--- src/rtl/hfa_pkg.sv ---
package hfa_pkg;

   // pool geometry
   localparam int POOL_SIZE = 64;
   localparam int HANDLE_W  = 6;
   localparam int COUNT_W   = $clog2(POOL_SIZE + 1);
   localparam int PTR_W     = $clog2(POOL_SIZE);

   // command codes
   localparam logic [1:0] CMD_ALLOC     = 2'd0;
   localparam logic [1:0] CMD_TRY_ALLOC = 2'd1;
   localparam logic [1:0] CMD_RELEASE   = 2'd2;

   // status codes
   localparam logic [1:0] STAT_OK          = 2'd0;
   localparam logic [1:0] STAT_NO_FREED    = 2'd1;
   localparam logic [1:0] STAT_EXHAUSTED   = 2'd2;
   localparam logic [1:0] STAT_BAD_RELEASE = 2'd3;

   // request payload
   typedef struct packed {
      logic [1:0]          command;
      logic [HANDLE_W-1:0] handle_in;
   } req_type;

   // response payload
   typedef struct packed {
      logic [HANDLE_W-1:0] handle_out;
      logic [1:0]          status;
   } rsp_type;

   // controller to datapath commands
   typedef struct packed {
      logic load;
      logic exec;
   } ctl_type;

endpackage

--- src/rtl/hfa_ctrl.sv ---
module hfa_ctrl (
   input  logic            clock,
   input  logic            reset,
   input  logic            req_valid,
   output logic            req_ready,
   output logic            rsp_valid,
   input  logic            rsp_ready,
   output hfa_pkg::ctl_type ctl
);
   import hfa_pkg::*;

   localparam logic ST_IDLE = 1'b0;
   localparam logic ST_EXEC = 1'b1;

   logic state_ff;
   logic state_in;
   logic rsp_valid_ff;
   logic rsp_valid_in;

   // handshake decode
   assign req_ready = (state_ff == ST_IDLE);
   assign ctl.load  = req_valid && req_ready;
   assign ctl.exec  = (state_ff == ST_EXEC) && (!rsp_valid_ff || rsp_ready);
   assign rsp_valid = rsp_valid_ff;

   // next state
   always_comb begin
      state_in = state_ff;
      unique case (state_ff)
         ST_IDLE: begin
            if (ctl.load) begin
               state_in = ST_EXEC;
            end
         end
         ST_EXEC: begin
            if (ctl.exec) begin
               state_in = ST_IDLE;
            end
         end
         default: state_in = ST_IDLE;
      endcase
   end

   // output slot occupancy
   always_comb begin
      priority if (ctl.exec) begin
         rsp_valid_in = 1'b1;
      end else if (rsp_ready) begin
         rsp_valid_in = 1'b0;
      end else begin
         rsp_valid_in = rsp_valid_ff;
      end
   end

   always_ff @(posedge clock) begin
      if (reset) begin
         state_ff     <= ST_IDLE;
         rsp_valid_ff <= 1'b0;
      end else begin
         state_ff     <= state_in;
         rsp_valid_ff <= rsp_valid_in;
      end
   end

endmodule

--- src/rtl/hfa_dpath.sv ---
module hfa_dpath (
   input  logic             clock,
   input  logic             reset,
   input  hfa_pkg::ctl_type ctl,
   input  hfa_pkg::req_type req_data,
   output hfa_pkg::rsp_type rsp_data
);
   import hfa_pkg::*;

   // free list storage, no reset
   logic [HANDLE_W-1:0] free_mem [POOL_SIZE];
   logic [HANDLE_W-1:0] rd_data_ff;

   req_type             req_ff;
   rsp_type             rsp_ff;
   rsp_type             rsp_in;
   logic [PTR_W-1:0]    head_ff;
   logic [PTR_W-1:0]    head_in;
   logic [PTR_W-1:0]    tail_ff;
   logic [PTR_W-1:0]    tail_in;
   logic [COUNT_W-1:0]  count_ff;
   logic [COUNT_W-1:0]  count_in;
   logic [COUNT_W-1:0]  fresh_ff;
   logic [COUNT_W-1:0]  fresh_in;
   logic [POOL_SIZE-1:0] map_ff;
   logic [POOL_SIZE-1:0] map_in;
   logic                push;

   // command update
   always_comb begin
      rsp_in   = '0;
      head_in  = head_ff;
      tail_in  = tail_ff;
      count_in = count_ff;
      fresh_in = fresh_ff;
      map_in   = map_ff;
      push     = 1'b0;
      if (ctl.exec) begin
         unique case (req_ff.command)
            CMD_ALLOC, CMD_TRY_ALLOC: begin
               priority if (count_ff != '0) begin
                  rsp_in.handle_out = rd_data_ff;
                  head_in           = head_ff + PTR_W'(1);
                  count_in          = count_ff - COUNT_W'(1);
                  map_in[rd_data_ff[PTR_W-1:0]] = 1'b1;
               end else if (req_ff.command == CMD_TRY_ALLOC) begin
                  rsp_in.status = STAT_NO_FREED;
               end else if (fresh_ff < COUNT_W'(POOL_SIZE)) begin
                  rsp_in.handle_out = fresh_ff[HANDLE_W-1:0];
                  fresh_in          = fresh_ff + COUNT_W'(1);
                  map_in[fresh_ff[PTR_W-1:0]] = 1'b1;
               end else begin
                  rsp_in.status = STAT_EXHAUSTED;
               end
            end
            CMD_RELEASE: begin
               if (map_ff[req_ff.handle_in[PTR_W-1:0]]) begin
                  map_in[req_ff.handle_in[PTR_W-1:0]] = 1'b0;
                  if (count_ff < COUNT_W'(POOL_SIZE)) begin
                     push     = 1'b1;
                     tail_in  = tail_ff + PTR_W'(1);
                     count_in = count_ff + COUNT_W'(1);
                  end
               end else begin
                  rsp_in.status = STAT_BAD_RELEASE;
               end
            end
            default: rsp_in = '0;
         endcase
      end
   end

   // free list memory: one write port, registered read at head
   always_ff @(posedge clock) begin
      if (push) begin
         free_mem[tail_ff] <= req_ff.handle_in;
      end
      rd_data_ff <= free_mem[head_ff];
   end

   // request capture and result register
   always_ff @(posedge clock) begin
      if (ctl.load) begin
         req_ff <= req_data;
      end
      if (ctl.exec) begin
         rsp_ff <= rsp_in;
      end
   end

   // pointers, counters and allocation bitmap
   always_ff @(posedge clock) begin
      if (reset) begin
         head_ff  <= '0;
         tail_ff  <= '0;
         count_ff <= '0;
         fresh_ff <= '0;
         map_ff   <= '0;
      end else begin
         head_ff  <= head_in;
         tail_ff  <= tail_in;
         count_ff <= count_in;
         fresh_ff <= fresh_in;
         map_ff   <= map_in;
      end
   end

   assign rsp_data = rsp_ff;

endmodule

--- src/rtl/fifo_free_list_handle_allocator.sv ---
// Handle allocator over a pool of 64 handles with a FIFO free list.
// Request channel (req_valid/req_ready/req_data) carries one command per
// transfer: allocate, try-allocate from released handles only, or release
// req_data.handle_in. Response channel (rsp_valid/rsp_ready/rsp_data)
// returns exactly one result per command: granted handle and status.
// A transferred request is captured, and its result is written into the
// response register in the exec state, once that register is free.
// No new command is taken before the last one is updated; the free-list memory read at the
// head pointer is registered ahead of the update cycle.
// While a result waits in the response register the next request is still
// taken; its update then holds until rsp_ready frees the register, and no
// further request is taken meanwhile.
// Reset clears the allocation bitmap, the free-list pointers and count and
// the fresh-handle counter; the free-list storage itself is not cleared and
// needs no clearing pass, so requests are taken right after reset.
module fifo_free_list_handle_allocator (
   input  logic             clock,
   input  logic             reset,
   input  logic             req_valid,
   output logic             req_ready,
   input  hfa_pkg::req_type req_data,
   output logic             rsp_valid,
   input  logic             rsp_ready,
   output hfa_pkg::rsp_type rsp_data
);
   import hfa_pkg::*;

   ctl_type ctl;

   // sequencer
   hfa_ctrl u_ctrl (
      .clock     (clock),
      .reset     (reset),
      .req_valid (req_valid),
      .req_ready (req_ready),
      .rsp_valid (rsp_valid),
      .rsp_ready (rsp_ready),
      .ctl       (ctl)
   );

   // free list, bitmap and result register
   hfa_dpath u_dpath (
      .clock    (clock),
      .reset    (reset),
      .ctl      (ctl),
      .req_data (req_data),
      .rsp_data (rsp_data)
   );

   // a commit always leaves a result waiting
   a_exec_fills_rsp: assert property (@(posedge clock) disable iff (reset)
      ctl.exec |=> rsp_valid)
      else $error("commit did not raise rsp_valid");

   // one command in flight: a request transfer closes the request side
   a_single_item: assert property (@(posedge clock) disable iff (reset)
      (req_valid && req_ready) |=> !req_ready)
      else $error("request taken while another was in flight");

   // capture and commit never coincide
   a_load_exec_excl: assert property (@(posedge clock) disable iff (reset)
      !(ctl.load && ctl.exec))
      else $error("load and commit in the same cycle");

   // failed commands grant no handle
   a_fail_zero_handle: assert property (@(posedge clock) disable iff (reset)
      (rsp_valid && rsp_data.status != STAT_OK) |-> (rsp_data.handle_out == '0))
      else $error("nonzero handle on failed command");

endmodule

--- config.mk ---
export PLATFORM = sky130hd
export DESIGN_NAME = fifo_free_list_handle_allocator
export DESIGN_NICKNAME = d
export VERILOG_FILES = /design/src/rtl/hfa_pkg.sv /design/src/rtl/hfa_ctrl.sv /design/src/rtl/hfa_dpath.sv /design/src/rtl/fifo_free_list_handle_allocator.sv
export SDC_FILE = /design/constraint.sdc
export NUM_CORES = 1
export LEC_CHECK = 0
export BUFFER_PORTS_ARGS = -buffer_cell sky130_fd_sc_hd__buf_2
export CAP_MARGIN = 20
export CORE_MARGIN = 4
export CORE_UTILIZATION = 49
export CTS_BUF_LIST = sky130_fd_sc_hd__clkbuf_8
export CTS_CLUSTER_DIAMETER = 50
export DETAILED_ROUTE_END_ITERATION = 6
export GPL_ROUTABILITY_DRIVEN = 0
export GPL_TIMING_DRIVEN = 0
export PLACE_DENSITY_LB_ADDON = 0.3
export SLEW_MARGIN = 20
export SYNTH_ARGS = -nofsm -noshare
export SYNTH_HDL_FRONTEND = slang
export SYNTH_SLANG_ARGS = --single-unit
--- constraint.sdc ---
create_clock -name clock -period 4.6 [get_ports clock]
set_clock_uncertainty 0.15 [all_clocks]
set_input_delay 0.69 -clock clock [delete_from_list [all_inputs] [get_ports clock]]
set_output_delay 0.69 -clock clock [all_outputs]
set_load 0.01 [all_outputs]
==> results.cfg <==
[yosys]
synth_simple_gate_area_share_pct = 10.71
synth-xor-area-share_pct = 0.5573
muxShareOfSynthArea_pct = 13.93
synth_warnings = 0
synth_edf_count = 400
syn_inst = 1503
syn_nets = 1525
synth_cell_type_count = 69
syn-mean-instance-area_sq_um = 14.64
async_reset_ff_share_pct = 0
seq_area_frac_synth_pct = 63.51
ys_ff_latch = 498
synth-compound-area-share_pct = 7.325
synth_top_family_by_area = multiplexers
syn-cell-area_sq_um = 22000
synthAdderAreaFrac_pct = 0.6028
synth_flop_cell = edfxtp_1

[cts]
clock_sinks = 498
numCtsBuffers = 83
clock_path_buffers = 3
htree_levels = 3
cts_root_buf = clkbuf_8
tritoncts = done
clk_pin_slew_worst_paths_ps = 60
clock_latency_ps = 670

[worst_setup_path]
end_kind = flop
path_delay_family = buffers and inverters
r2r_cells = 13
timing.rr.start = u_dpath.req_ff[1]
crit_path_top_delay_cell = edfxtp_1
r2r_end = u_dpath.free_mem[38][0]
arrival_ps = 4720
crit_fanout = 21
reg2reg_slack_ps = 90
critPathMaxStageDelay_ps = 550
crit_path_start_kind = flop
cp_cell_sequence = buf_8, buf_2, nand2_1, clkbuf_1, o22ai_1, a22oi_1, o211ai_2, o41ai_4, or2_1, buf_2, buf_4, nor4_2, buf_4
crit_required_ps = 4820
worst-path-buf-inv = 6
critPathKind = flop to flop

[routing]
wl_um = 60400
drc = 11
via_count = 15050
wl_per_cell_um = 26.10
drtIter0Drc = 2296
viasPerCell = 6.506
final_antenna_net_count = 0
drtPass1Iterations = 7

[outcome]
outcome = finished with violations
violations = design-rule violations

[die]
dieArea_sq_um = 48350
coreArea_sq_um = 44320
die_w_um = 219.9
io_pins = 22
dieHeight_um = 219.9
rows = 77
initial_core_util_pct = 49.64

[cells_and_area]
layout-drive-gt1-share_pct = 24.27
n_antenna_cell = 0
utilization_pct = 58.14
area_delta_synth_final_pct = 17.11
nets = 1680
layout_common_cells = edfxtp_1 (400), mux4_2 (126), dfxtp_1 (98)
final_common_cell = edfxtp_1

[worst_hold_path]
holdPathEnd = u_dpath.req_ff[7]
hp-class = primary input to flop
hold_depth = 1
hp-start = req_data[7]

[global_route]
antenna_found_initial = 0
grt_first_pass_wirelength_um = 90470
grt_pass1_vias = 14560
grt_overflow = 0
grt_max_degree = 29
grt_util_all_layers_pct = 24.86

[job]
cap_viol_max_count = 0

[sta]
fin_crit_ps = 4505
setup_viol = 0
rsz0062_at_grt = no
whs_ps = 43.85
setup_ws_ps = 94.68
worst_slew_pin_slew_ps = 1342
slew_headroom_pct = 10.57
hold_violations = 0
slew_violations = 0
fin_crit_sh_pct = 97.94
fmax_mhz = 222.0

[power]
irDropWorstVdd_mv = 0.2569
power_density_nw_per_um2 = 350.0
power_leakage_nw = 7.836

[placed_design]
numPortBuffers = 20
dp_hpwl_um = 41590
pre_cts_ws_ps = -284.8
-- cells in the mapped netlist, types with 5 or more instances --
master	count	area share, %
nor3b_1	16	0.55
mux4_2	126	13
nand4_1	8	0.23
o21ai_0	16	0.36
mux2i_1	16	0.73
edfxtp_1	400	55
inv_1	36	0.61
buf_2	14	0.32
o41ai_1	5	0.20
nor2_1	75	1.3
buf_4	9	0.31
buf_1	26	0.44
clkbuf_1	95	1.6
and3_1	20	0.57
a21oi_1	53	1.2
nand2_1	49	0.84
a2111oi_0	5	0.20
nand2b_1	22	0.63
xor2_1	7	0.28
nand3b_1	8	0.27
o32ai_1	23	0.92
ha_1	9	0.51
xnor2_1	7	0.28
a31oi_1	27	0.77
and3b_1	9	0.36
a211oi_2	7	0.40
nor2b_1	8	0.23
o22ai_1	19	0.54
o21bai_1	6	0.20
nor4_1	100	2.8
a221oi_1	6	0.24
nor3_1	29	0.66
a211oi_1	11	0.38
a22oi_1	11	0.38
dfxtp_1	98	8.9
nand3_1	60	1.4
or3b_2	5	0.20
-- per-layer routing --
metal  routed length [um]  global-route usage (%)  up-vias
li1                     -                       -     6394
met1                23280                   33.94     7485
met2                28100                   38.61      967
met3                 6380                   6.398      208
met4                 2637                   9.797        0
met5                    0                       0        -
-- how the worst max path moves through the flow --
stage / start / end / slack [ps] / cells past startpoint
2_1_floorplan: u_dpath.req_ff[2] / u_dpath.free_mem[10][0] / 430 / 11
3_3_place_gp: u_dpath.req_ff[1] / u_dpath.free_mem[62][0] / -1840 / 11
3_5_place_dp: u_dpath.req_ff[5] / u_dpath.free_mem[10][2] / -280 / 11
4_1_cts: u_dpath.req_ff[1] / u_dpath.free_mem[53][0] / -90 / 12
5_1_grt: u_dpath.req_ff[1] / u_dpath.free_mem[41][0] / 7 / 12
6_report: u_dpath.req_ff[1] / u_dpath.free_mem[38][0] / 90 / 13
-- worst register-to-register path, delay by kind of cell, from the launching register on --
kind            cells  cell delay [ps]
flops               1              550
compound gates      4             1270
buf+inv             6             1810
simple gates        3              410
-- registers in the layout, summed over array words and instances (netlist names) --
register	cells
u_dpath.free_mem	384
u_dpath.head_ff	6
u_ctrl.rsp_valid	1
u_dpath.rd_data_ff	6
u_dpath.map_ff	64
u_dpath.fresh_ff	7
u_dpath.rsp_data	8
u_dpath.tail_ff	6
u_dpath.req_ff	8
u_dpath.count_ff	7
u_ctrl.state_ff	1
-- cell families (layout without fill, tap and decap cells) --
| family | count (synthesis) | after routing |
|---|---|---|
| flops | 498 | 498 |
| buf+inv | 181 | 400 |
| compound gates | 223 | 223 |
| simple gates | 429 | 429 |
| mux | 148 | 148 |
| xor+xnor | 14 | 14 |
| fa+ha+maj | 10 | 10 |
-- repair_timing --
| item | in CTS | in global routing |
|---|---|---|
| setup buffers | 1 | 9 |
| gates cloned | 0 | 0 |
| gates resized for setup | 29 | 16 |
| pin swaps | 1 | 1 |
| setup endpoints to repair | 269 | 363 |
| hold endpoints to repair | 4 | 0 |
| hold buffers | 4 | 0 |
-- power breakdown --
part | internal, mW | total, mW | switching [mW]
registers | 4.88 | 4.89 | 0.0115
clock network | 1.88 | 3.67 | 1.80
logic | 0.133 | 0.449 | 0.317
-- final cells by class --
class | count | area [sq um]
clock buffers | 83 | 1142
repair buffers | 70 | 691.9
inverters | 36 | 135.1
well taps | 592 | 740.7
fillers | 3374 | 18550
multi-input cells | 824 | 8077
plain buffers | 145 | 606.8
flip-flops and latches | 498 | 13970
clock inverters | 66 | 397.9
-- through the flow --
step           instance area [sq um]  setup TNS (ps)  std cells  power (mW)
2_1_floorplan                  22000               0       1503       5.226
4_1_cts                        25520           -2812       2304       9.028
3_3_place_gp                   22840         -682900       2115       5.364
3_5_place_dp                   23680          -48130       2150       5.403
6_report                       25760               0       2314       9.017
5_1_grt                        25760               0       2314       9.317
(Power assumes the default switching activity.)
